### src/rtl/cww_pkg.sv
// Shared types and constants for the counter with waiter wakeup.
// Used by cww_front, cww_back and counter_with_waiter_wakeup_top.
package cww_pkg;

  // Table geometry
  localparam int WAITER_SLOTS = 8;
  localparam int SCAN_LIMIT   = 8;
  localparam int SCAN_MAX     = (WAITER_SLOTS < SCAN_LIMIT) ? WAITER_SLOTS : SCAN_LIMIT;
  localparam int SLOT_IW      = (WAITER_SLOTS > 1) ? $clog2(WAITER_SLOTS) : 1;

  // Command queue between front and back
  localparam int QDEPTH  = 2;
  localparam int QPTR_W  = (QDEPTH > 1) ? $clog2(QDEPTH) : 1;
  localparam int QCNT_W  = $clog2(QDEPTH + 1);

  // Configuration register
  localparam logic [3:0] SLOTS_RESET = 4'd8;

  // Result kinds
  localparam logic KIND_WAKE  = 1'b0;
  localparam logic KIND_FINAL = 1'b1;

  typedef enum logic [1:0] {
    OP_INC        = 2'd0,
    OP_DEC        = 2'd1,
    OP_ADD_WAITER = 2'd2,
    OP_READ       = 2'd3
  } op_t;

  typedef enum logic [1:0] {
    ADD_STORED    = 2'd0,
    ADD_SATISFIED = 2'd1,
    ADD_NO_FREE   = 2'd2
  } add_status_t;

  typedef enum logic [1:0] {
    ST_IDLE  = 2'd0,
    ST_MATCH = 2'd1,
    ST_WAKE  = 2'd2
  } state_t;

  // One queued command
  typedef struct packed {
    op_t         op;
    logic        is_update;
    logic [31:0] amount;
    logic [15:0] fiber_id;
    logic [31:0] target_count;
  } item_t;

  // Queue head as seen by the back end
  typedef struct packed {
    logic  valid;
    item_t item;
  } qhead_t;

endpackage

### src/rtl/cww_front.sv
// Front end: takes command transactions, classifies them and queues them.
// Depends on cww_pkg for the item and queue head types.
module cww_front (
  input  logic           clk,
  input  logic           rst_n,
  input  logic           start,
  input  logic [1:0]     in_opcode,
  input  logic [31:0]    in_amount,
  input  logic [15:0]    in_fiber_id,
  input  logic [31:0]    in_target_count,
  output logic           busy,
  input  logic           pop_i,
  output cww_pkg::qhead_t head_o
);
  import cww_pkg::*;

  item_t             q_mem_r [QDEPTH];
  logic [QPTR_W-1:0] wr_ptr_r, wr_ptr_nxt;
  logic [QPTR_W-1:0] rd_ptr_r, rd_ptr_nxt;
  logic [QCNT_W-1:0] cnt_r, cnt_nxt;
  logic              push;
  logic              pop;
  item_t             new_item;

  // Classify the incoming command
  always_comb begin
    new_item.op           = op_t'(in_opcode);
    new_item.is_update    = (op_t'(in_opcode) == OP_INC) || (op_t'(in_opcode) == OP_DEC);
    new_item.amount       = in_amount;
    new_item.fiber_id     = in_fiber_id;
    new_item.target_count = in_target_count;
  end

  assign busy = (cnt_r == QCNT_W'(QDEPTH));
  assign push = start && !busy;
  assign pop  = pop_i && (cnt_r != '0);

  // Advance pointers and occupancy
  always_comb begin
    wr_ptr_nxt = wr_ptr_r;
    rd_ptr_nxt = rd_ptr_r;
    if (push) begin
      wr_ptr_nxt = (wr_ptr_r == QPTR_W'(QDEPTH - 1)) ? '0 : wr_ptr_r + 1'b1;
    end
    if (pop) begin
      rd_ptr_nxt = (rd_ptr_r == QPTR_W'(QDEPTH - 1)) ? '0 : rd_ptr_r + 1'b1;
    end
    cnt_nxt = cnt_r + QCNT_W'(push) - QCNT_W'(pop);
  end

  always_ff @(posedge clk) begin
    if (!rst_n) begin
      wr_ptr_r <= '0;
      rd_ptr_r <= '0;
      cnt_r    <= '0;
    end else begin
      wr_ptr_r <= wr_ptr_nxt;
      rd_ptr_r <= rd_ptr_nxt;
      cnt_r    <= cnt_nxt;
    end
  end

  // Hold queued commands
  always_ff @(posedge clk) begin
    if (push) begin
      q_mem_r[wr_ptr_r] <= new_item;
    end
  end

  assign head_o.valid = (cnt_r != '0);
  assign head_o.item  = q_mem_r[rd_ptr_r];

endmodule

### src/rtl/cww_back.sv
// Back end: executes queued commands on the count and the waiter table
// and drives result transactions. Depends on cww_pkg.
module cww_back (
  input  logic            clk,
  input  logic            rst_n,
  input  cww_pkg::qhead_t head_i,
  output logic            pop_o,
  input  logic [3:0]      slots_in_use_i,
  output logic            out_strobe,
  output logic            out_kind,
  output logic [15:0]     out_woken_fiber,
  output logic [31:0]     out_prior_count,
  output logic [1:0]      out_add_status,
  output logic            out_last
);
  import cww_pkg::*;

  function automatic logic [SLOT_IW-1:0] lowest_idx(input logic [WAITER_SLOTS-1:0] v);
    logic [SLOT_IW-1:0] idx;
    idx = '0;
    for (int i = WAITER_SLOTS - 1; i >= 0; i--) begin
      if (v[i]) idx = SLOT_IW'(i);
    end
    return idx;
  endfunction

  state_t                  state_r, state_nxt;
  logic [31:0]             count_r;
  logic [31:0]             prior_r;
  logic [WAITER_SLOTS-1:0] occ_r;
  logic [WAITER_SLOTS-1:0] match_r;
  logic [15:0]             slot_fiber_r  [WAITER_SLOTS];
  logic [31:0]             slot_target_r [WAITER_SLOTS];

  logic                    out_strobe_r;
  logic                    out_kind_r;
  logic [15:0]             out_fiber_r;
  logic [31:0]             out_prior_r;
  add_status_t             out_status_r;
  logic                    out_last_r;

  logic [WAITER_SLOTS-1:0] scan_mask;
  logic [WAITER_SLOTS-1:0] free_vec;
  logic [WAITER_SLOTS-1:0] eq_vec;
  logic [SLOT_IW-1:0]      free_idx;
  logic [SLOT_IW-1:0]      wake_idx;
  logic                    satisfied;
  logic [31:0]             count_upd;
  add_status_t             add_status;

  logic                    do_update;
  logic                    do_add;
  logic                    do_read;
  logic                    do_match;
  logic                    do_wake;
  logic                    do_final;

  // Slot scan window and parallel compares
  always_comb begin
    for (int i = 0; i < WAITER_SLOTS; i++) begin
      scan_mask[i] = (i < SCAN_MAX) && (7'(i) < 7'(slots_in_use_i));
      eq_vec[i]    = (slot_target_r[i] == count_r);
    end
    free_vec  = scan_mask & ~occ_r;
    free_idx  = lowest_idx(free_vec);
    wake_idx  = lowest_idx(match_r);
    satisfied = (head_i.item.target_count == count_r);
    count_upd = (head_i.item.op == OP_INC) ? count_r + head_i.item.amount
                                           : count_r - head_i.item.amount;
    if (free_vec == '0) begin
      add_status = ADD_NO_FREE;
    end else if (satisfied) begin
      add_status = ADD_SATISFIED;
    end else begin
      add_status = ADD_STORED;
    end
  end

  // Next state
  always_comb begin
    state_nxt = state_r;
    case (state_r)
      ST_IDLE: begin
        if (head_i.valid && head_i.item.is_update) state_nxt = ST_MATCH;
      end
      ST_MATCH: state_nxt = ST_WAKE;
      ST_WAKE: begin
        if (match_r == '0) state_nxt = ST_IDLE;
      end
      default: state_nxt = ST_IDLE;
    endcase
  end

  // Control decode
  always_comb begin
    pop_o     = 1'b0;
    do_update = 1'b0;
    do_add    = 1'b0;
    do_read   = 1'b0;
    do_match  = 1'b0;
    do_wake   = 1'b0;
    do_final  = 1'b0;
    case (state_r)
      ST_IDLE: begin
        if (head_i.valid) begin
          pop_o     = 1'b1;
          do_update = head_i.item.is_update;
          do_add    = (head_i.item.op == OP_ADD_WAITER);
          do_read   = (head_i.item.op == OP_READ);
        end
      end
      ST_MATCH: do_match = 1'b1;
      ST_WAKE: begin
        do_wake  = (match_r != '0);
        do_final = (match_r == '0);
      end
      default: ;
    endcase
  end

  // Control state, count and slot occupancy
  always_ff @(posedge clk) begin
    if (!rst_n) begin
      state_r      <= ST_IDLE;
      count_r      <= '0;
      occ_r        <= '0;
      out_strobe_r <= 1'b0;
    end else begin
      state_r      <= state_nxt;
      out_strobe_r <= do_add || do_read || do_wake || do_final;
      if (do_update) begin
        count_r <= count_upd;
      end
      if (do_add && (add_status == ADD_STORED)) begin
        occ_r[free_idx] <= 1'b1;
      end
      if (do_wake) begin
        occ_r[wake_idx] <= 1'b0;
      end
    end
  end

  // Payload: prior count, match vector, slot contents, result fields
  always_ff @(posedge clk) begin
    if (do_update) begin
      prior_r <= count_r;
    end
    if (do_match) begin
      match_r <= occ_r & scan_mask & eq_vec;
    end else if (do_wake) begin
      match_r[wake_idx] <= 1'b0;
    end
    if (do_add && (add_status == ADD_STORED)) begin
      slot_fiber_r[free_idx]  <= head_i.item.fiber_id;
      slot_target_r[free_idx] <= head_i.item.target_count;
    end
    if (do_wake) begin
      out_kind_r   <= KIND_WAKE;
      out_fiber_r  <= slot_fiber_r[wake_idx];
      out_prior_r  <= '0;
      out_status_r <= ADD_STORED;
      out_last_r   <= 1'b0;
    end else if (do_final) begin
      out_kind_r   <= KIND_FINAL;
      out_fiber_r  <= '0;
      out_prior_r  <= prior_r;
      out_status_r <= ADD_STORED;
      out_last_r   <= 1'b1;
    end else if (do_add || do_read) begin
      out_kind_r   <= KIND_FINAL;
      out_fiber_r  <= '0;
      out_prior_r  <= count_r;
      out_status_r <= do_add ? add_status : ADD_STORED;
      out_last_r   <= 1'b1;
    end
  end

  assign out_strobe      = out_strobe_r;
  assign out_kind        = out_kind_r;
  assign out_woken_fiber = out_fiber_r;
  assign out_prior_count = out_prior_r;
  assign out_add_status  = out_status_r;
  assign out_last        = out_last_r;

`ifndef NO_ASSERTIONS
  // Pending wakes only name occupied slots inside the scan window
  a_match_occupied: assert property (@(posedge clk) disable iff (!rst_n)
    (state_r == ST_WAKE) |-> ((match_r & ~(occ_r & scan_mask)) == '0))
    else $error("wake pending on a free or out-of-window slot");

  // The back end only pops a queued command
  a_pop_valid: assert property (@(posedge clk) disable iff (!rst_n)
    pop_o |-> head_i.valid)
    else $error("pop from an empty command queue");

  // Leaving the wake phase always delivers the final reply
  a_final_on_exit: assert property (@(posedge clk) disable iff (!rst_n)
    (state_r == ST_WAKE && match_r == '0) |=> (out_strobe_r && out_last_r))
    else $error("update finished without a final reply");

  // A wake notice always frees its slot
  a_wake_frees: assert property (@(posedge clk) disable iff (!rst_n)
    do_wake |=> !occ_r[$past(wake_idx)])
    else $error("woken slot still occupied");
`endif

endmodule

### src/rtl/counter_with_waiter_wakeup_top.sv
// Top level of the counter with waiter wakeup: configuration register,
// command front end and execution back end. Depends on cww_pkg, cww_front, cww_back.
//
// Usage:
//   Commands enter on start/in_* and are taken at an edge where start is high
//   and busy is low. busy rises only when the two-entry command queue is full.
//   Each command yields results on out_*, one per cycle, flagged by out_strobe:
//   wake notices (out_kind 0) in slot order, then one final reply (out_last 1).
//   The receiver cannot stall; every strobed result is taken in its cycle.
//   From acceptance to the final reply, add waiter and read are answered
//   straight from the queue head; increment and decrement pass through the
//   count update, registered match of the slots in the scan window, then the wake drain.
//   The back end takes a new command straight after an add waiter or read,
//   but after an increment or decrement only once its final reply is issued.
//   The APB port writes slots_in_use (register 0); write it only while idle.
//   Reset (rst_n low, synchronous) clears the count, frees all slots, empties
//   the queue and sets slots_in_use to 8.
module counter_with_waiter_wakeup_top (
  input  logic        clk,
  input  logic        rst_n,
  input  logic        start,
  output logic        busy,
  input  logic [1:0]  in_opcode,
  input  logic [31:0] in_amount,
  input  logic [15:0] in_fiber_id,
  input  logic [31:0] in_target_count,
  output logic        out_strobe,
  output logic        out_kind,
  output logic [15:0] out_woken_fiber,
  output logic [31:0] out_prior_count,
  output logic [1:0]  out_add_status,
  output logic        out_last,
  input  logic        psel,
  input  logic        penable,
  input  logic        pwrite,
  input  logic [1:0]  paddr,
  input  logic [31:0] pwdata,
  output logic [31:0] prdata,
  output logic        pready
);
  import cww_pkg::*;

  logic [3:0] slots_in_use_r;
  logic       cfg_wr;
  qhead_t     head;
  logic       pop;

  // Register write on the APB access phase
  assign pready = 1'b1;
  assign cfg_wr = psel && penable && pwrite && (paddr == 2'd0);

  always_ff @(posedge clk) begin
    if (!rst_n) begin
      slots_in_use_r <= SLOTS_RESET;
    end else if (cfg_wr) begin
      slots_in_use_r <= pwdata[3:0];
    end
  end

  assign prdata = {28'd0, slots_in_use_r};

  cww_front u_front (
    .clk             (clk),
    .rst_n           (rst_n),
    .start           (start),
    .in_opcode       (in_opcode),
    .in_amount       (in_amount),
    .in_fiber_id     (in_fiber_id),
    .in_target_count (in_target_count),
    .busy            (busy),
    .pop_i           (pop),
    .head_o          (head)
  );

  cww_back u_back (
    .clk             (clk),
    .rst_n           (rst_n),
    .head_i          (head),
    .pop_o           (pop),
    .slots_in_use_i  (slots_in_use_r),
    .out_strobe      (out_strobe),
    .out_kind        (out_kind),
    .out_woken_fiber (out_woken_fiber),
    .out_prior_count (out_prior_count),
    .out_add_status  (out_add_status),
    .out_last        (out_last)
  );

endmodule
### config.mk
export PLATFORM = sky130hd
export DESIGN_NAME = counter_with_waiter_wakeup_top
export DESIGN_NICKNAME = d
export VERILOG_FILES = /design/src/rtl/cww_pkg.sv /design/src/rtl/cww_front.sv /design/src/rtl/cww_back.sv /design/src/rtl/counter_with_waiter_wakeup_top.sv
export SDC_FILE = /design/constraint.sdc
export NUM_CORES = 1
export LEC_CHECK = 0
export BUFFER_PORTS_ARGS = -buffer_cell sky130_fd_sc_hd__buf_4
export CELL_PAD_IN_SITES_DETAIL_PLACEMENT = 0
export CELL_PAD_IN_SITES_GLOBAL_PLACEMENT = 1
export CORE_MARGIN = 5
export CORE_UTILIZATION = 30
export DETAILED_ROUTE_END_ITERATION = 8
export GPL_TIMING_DRIVEN = 0
export PLACE_DENSITY_LB_ADDON = 0.1
export RECOVER_POWER = 100
export SETUP_SLACK_MARGIN = 0.15
export SLEW_MARGIN = 30
export SYNTH_ARGS = -nofsm -noshare
export SYNTH_HDL_FRONTEND = slang
export SYNTH_SLANG_ARGS = --single-unit
### constraint.sdc
create_clock -name clk -period 6.1 [get_ports clk]
set_input_delay 0.305 -clock clk [delete_from_list [all_inputs] [get_ports clk]]
set_output_delay 0.305 -clock clk [all_outputs]
set_load 0.01 [all_outputs]
=== After elaboration in Yosys (flattened, before gate mapping) ===
Memories as Yosys holds them, arrays and structs flattened. A register that Yosys moved wholly into a read port is not among the register bits.
Index checks and enable logic that the tools add are counted.

* Register bits after elaboration: 142
* RAM bits: 550
* Input bits: 122
* Output and inout port bits: 87
* Word-level logic and storage cells: 146
* Memories: 3

* Add/subtract/negate cells: 6
* $lt $le $gt $ge: 12
* Eq/ne operators: 17
* Mux-type cells: 58
* Bitwise operators: 8
* Reductions and logical operators: 28

{| class="wikitable"
|+ Memories
! name !! words !! bits a word !! read ports !! clocked after Yosys merged registers in !! write ports !! RTL line !! text
|-
| u_back.slot_target_r || 8 || 32 || 8 || 0 || 1 || cww_back.sv:33 || <nowiki>logic [31:0] slot_target_r [WAITER_SLOTS];</nowiki>
|-
| u_front.q_mem_r || 2 || 83 || 1 || 1 || 1 || cww_front.sv:17 || <nowiki>item_t q_mem_r [QDEPTH];</nowiki>
|-
| u_back.slot_fiber_r || 8 || 16 || 1 || 0 || 1 || cww_back.sv:32 || <nowiki>logic [15:0] slot_fiber_r [WAITER_SLOTS];</nowiki>
|}

{| class="wikitable"
|+ Operator list
! kind !! count
|-
| 32-bit == test || 9
|-
| 32-bit two-way mux || 3
|-
| 16-bit two-way mux || 3
|-
| 3-bit two-way mux || 16
|-
| 8-bit AND || 5
|-
| 8-bit two-way mux || 5
|-
| 32-bit adder || 1
|-
| 32-bit subtractor || 1
|-
| 1-bit two-way mux || 24
|-
| 8-bit zero test || 2
|-
| 3-bit by 4-bit < comparator with 1-bit output (first input constant) || 4
|-
| 8-bit inverter || 2
|-
| 2-bit zero test || 5
|-
| 1-bit logical AND || 9
|-
| 2-bit == test (second input constant) || 4
|-
| 1-bit by 4-bit < comparator with 1-bit output (first input constant) || 2
|-
| 2-bit by 4-bit < comparator with 1-bit output (first input constant) || 2
|-
| 3-bit by 4-bit < comparator with 1-bit output (second input constant) || 2
|-
| 2-bit two-way mux || 4
|-
| 8-bit OR || 1
|-
| 8-bit nonzero test || 1
|-
| 1-bit demux with 3-bit select || 2
|-
| 3-bit by 1-bit greater-or-equal comparator with 1-bit output (second input constant) || 2
|-
| 2-bit one-hot mux with 3 select lines || 1
|-
| 11 further kinds || 19
|}

=== Longest topological paths before layout ===
* Word-level depth: 19
* Depth in mapped cells: 26
* Gate-level depth less buffers: 19

=== Modules after synthesis ===
A second synthesis with hierarchy kept.

* Cell total of the unflattened synthesis: 2,054
* Area, all modules: 30,057.6 sq um

{| class="wikitable"
|+ By module, submodules not included
! module !! times used !! cells an instance !! area an instance (sq um) !! seq. area each (sq um)
|-
| cww_back || 1 || 1,718 || 23,080.9 || 14,774.2
|-
| cww_front || 1 || 286 || 6,578.8 || 5,084.9
|-
| counter_with_waiter_wakeup_top || 1 || 50 || 397.9 || 80.1
|}

=== Worst setup path after synthesis ===
Ideal clock, no wire load.

* Kind: register to register
* From: reg (tool-made name)
* To: reg u_back.count_r[31]
* Setup time: 0.072 ns
* Data arrival time: 5.474 ns
* Data required time: 6.028 ns
* Path slack: 0.554 ns
* Cell stages (with the launch flop): 27
* Path buffers: 8
* Clock period less this slack: 5.546 ns
* Cell sequence: dfxtp_1 > buf_6 > buf_2 > buf_2 > buf_2 > buf_2 > buf_2 > buf_1 > mux2i_1 > ha_1 > o221ai_1 > and4bb_1 > and2b_1 > nand2_1 > or3_1 > nand2_1 > xor2_1 > ha_1 > clkbuf_1 > a21oi_1 > o21ai_0 > nor2_1 > a31oi_1 > a311oi_1 > nor4_1 > o31ai_2 > mux2i_1

{| class="wikitable"
|+ RTL lines
! item !! RTL line !! text
|-
| end signal: assignment || cww_back.sv:132 || <nowiki>count_r <= count_upd;</nowiki>
|-
| end: declaration || cww_back.sv:28 || <nowiki>logic [31:0] count_r;</nowiki>
|}

==> run_results.csv <==
group,metric,value,unit
worst_setup_path,cp-end-kind,"register",
die,io_pins,209,
run,cap_violations,7,
logic_synthesis,netlist.area_leader.share,60.9,%
power_and_ir_drop,powerDensity,460,nW/um^2
global_routing,grt_pass1_vias,19100,
sta,hold_viol,0,
sta,skew,29.6,ps
logic_synthesis,ys_ff_latch,693,
die,rows,115,
worst_setup_path,rr_worst_depth,10,
logic_synthesis,synth_cell_types,80,
die,chipWidth,325,microns
place,io_buffers,150,
logic_synthesis,async_flop_share,0,%
global_routing,groute.usage.overall,18.5,%
sta,rsz0062_at_grt,"no",
global_routing,grt_pass1_wl,142000,microns
route,wl_per_cell,26.4,microns
sta,clock.fmax,174,MHz
power_and_ir_drop,ir_worst_vdd,216,uV
logic_synthesis,ys_warn_count,0,
place,dp.cells,3560,
sta,slew_violations,146,
clock_tree,cts_buffers,77,
route,final_antenna_net_count,0,
place,place_area,33300,sq um
logic_synthesis,ys.flop_type,"edfxtp_1",
finish,final_nets,2599,
route,firstDrtPassIters,6,
min_path,holdCritPathClass,"primary input to register",
place,pre_cts_ws,-1930,ps
sta,whs,124,ps
worst_setup_path,path_max_fanout,33,
sta,timing.final.crit_share,94.4,%
logic_synthesis,synth_cells,2076,
route,drt_iter0_markers,1460,
sta,setup_violations,0,
finish,post_route_cells_drive_above_1_share,11.6,%
clock_tree,insertion_delay,640,ps
place,dp_hpwl,71100,microns
finish,instances_no_fill,3790,
die,die-area,106000,sq um
worst_setup_path,cp.arrival,5990,ps
clock_tree,clkTransAtPathRegs,60,ps
worst_setup_path,max_stage_delay,1040,ps
logic_synthesis,ys_top_cells_by_area,"edfxtp_1, xor2_1, dfxtp_1, xnor2_1, mux2i_1",
logic_synthesis,seq_area_frac_synth,66.8,%
die,core,98600,sq um
route,drt_wl_total,100000,microns
logic_synthesis,synth_edf_count,606,
worst_setup_path,cp_cell_sequence,"buf_12 -> clkbuf_1 -> mux2_1 -> xor2_1 -> nor4_1 -> nand4_1 -> nor2_1 -> nor3b_1 -> and3_1 -> clkbuf_2",
die,die-height,325,microns
worst_setup_path,crit_type,"register to register",
power_and_ir_drop,leakage,13.0,nW
finish,final_common_cell,"edfxtp_1",
power_and_ir_drop,p_total,16.6,mW
finish,fin_area,36100,sq um
finish,fill_cells,9429,
global_routing,grt-ovfl-total,0,
clock_tree,cts_root_buffer,"clkbuf_16",
finish,syn_to_final_growth,21.1,%
sta,relSlewSlack,-77.5,%
clock_tree,tritoncts,"yes",
place,gp_congestion,0.814,
finish,final_core_util,36.7,%
global_routing,antenna_found_initial,10,
outcome,violations,"max-capacitance violations, max-slew violations",
route,post-route-drc-count,0,
logic_synthesis,synth_top_area_cell,"edfxtp_1",
worst_setup_path,start_kind,"register",
global_routing,grt_max_degree,42,
sta,setup_slack,340,ps
route,vias,18500,
logic_synthesis,synth_area,29900,sq um
worst_setup_path,cp.required,6330,ps
route,routed_via_density,4.89,
finish,final_cell_mix,"edfxtp_1, xor2_1, clkbuf_1",
sta,tightest_slew,2660,ps
die,start_util,30.3,%
min_path,hold_depth,3,
logic_synthesis,syn_area_per_cell,14.4,sq um
outcome,status,"finished with violations",
clock_tree,h-tree-depth,3,
clock_tree,clock_tree.buffer_depth,3,
clock_tree,cts_num_sinks,693,
sta,tns,0,ps
worst_setup_path,slowest_stage,"and3_1",
sta,period_needed,5760,ps
min_path,hold_start,"rst_n",
-- area by class of cell --
type                    instances  area [sq um]  area share (%)
diodes                          1          2.50         0.00692
plain buffers                 122           688            1.90
clock buffers                 104          2170            6.01
clock inverters                37           409            1.13
inverters                      62           233           0.644
multi-input cells            1225          9240            25.6
flip-flops and latches        693         19900            55.2
well taps                    1287          1610            4.45
repair buffers                259          1860            5.13
-- synthesized netlist by cell type (4+ instances only) --
library cell  count
a211oi_1          4
a21boi_0          9
a21o_1           16
a21oi_1          60
a221oi_1         12
a222oi_1         32
a31oi_1          11
and2_1           25
and3_1           13
buf_1            32
buf_2            16
buf_4            31
clkbuf_1         42
dfxtp_1          87
edfxtp_1        606
ha_1             36
inv_1            61
mux2_2           49
mux2i_1          60
mux4_2           11
nand2_1         113
nand2b_1         13
nand3_1          19
nand3b_1          5
nand4_1          45
nor2_1           73
nor2b_1          13
nor3_1           21
nor3b_1           5
nor4_1           53
nor4b_1           4
o211a_1           5
o211ai_1          8
o21a_1            6
o21ai_0          41
o21ai_1           5
o21bai_1          8
o221a_2           7
o22ai_1          13
o31ai_1           7
o32ai_1           5
or3_1             4
xnor2_1         133
xor2_1          201
-- cell families after synthesis --
| group | count (synthesis) | synth area share [%] |
|---|---|---|
| buf+inv | 185 | 2.83 |
| xor+xnor | 335 | 9.85 |
| fa+ha+maj | 37 | 1.58 |
| other cells | 2 | 0.0251 |
| mux | 121 | 4.73 |
| compound gates | 280 | 6.77 |
| simple gates | 423 | 7.44 |
| flops | 693 | 66.8 |
-- power by group --
group	internal, mW	switching (mW)	total [mW]
Sequential	6.02	0.430	6.45
Clock	2.84	1.92	4.76
Combinational	1.80	3.63	5.43
Total	10.7	5.98	16.6
-- state kept, by name (all words and copies together), names as in the netlist, 4 cells and up, named ones only --
signal,cells
u_back.slot_target_r,256
u_front.q_mem_r,166
u_back.slot_fiber_r,128
u_back.count_r,32
u_back.out_prior_count,32
u_back.prior_r,32
u_back.out_woken_fiber,16
u_back.match_r,8
u_back.occ_r,8
slots_in_use_r,4
-- worst max-delay path, delay by kind of cell, from the launching register on --
kind / cells / cell delay, ps
xor+xnor: 1 / 540
buf+inv: 3 / 1830
flops: 1 / 350
mux: 1 / 650
simple gates: 5 / 1930
-- worst paths after layout --
check	to	slack (ps)
setup / recovery	u_back.slot_target_r[6][4]	340
hold / removal	u_back.count_r[31]	120
setup reg to reg	u_back.slot_target_r[6][4]	340
hold reg to reg	u_back.out_prior_count[26]	450
-- what timing repair did --
action	CTS	global route
endpoints found under the hold margin	170	0
setup buffers	1	1
resized for setup	26	12
pin swaps	2	4
hold buffers	86	0
setup endpoints to repair	24	4
-- metal layers --
metal	wire [microns]	vias up	GRT usage (%)
met4	1680	0	4.43
met5	0	-	0
met2	49200	492	31.6
met3	4210	96	2.10
met1	45200	9453	25.4
li1	-	8483	-
(Power assumes the default switching activity.)
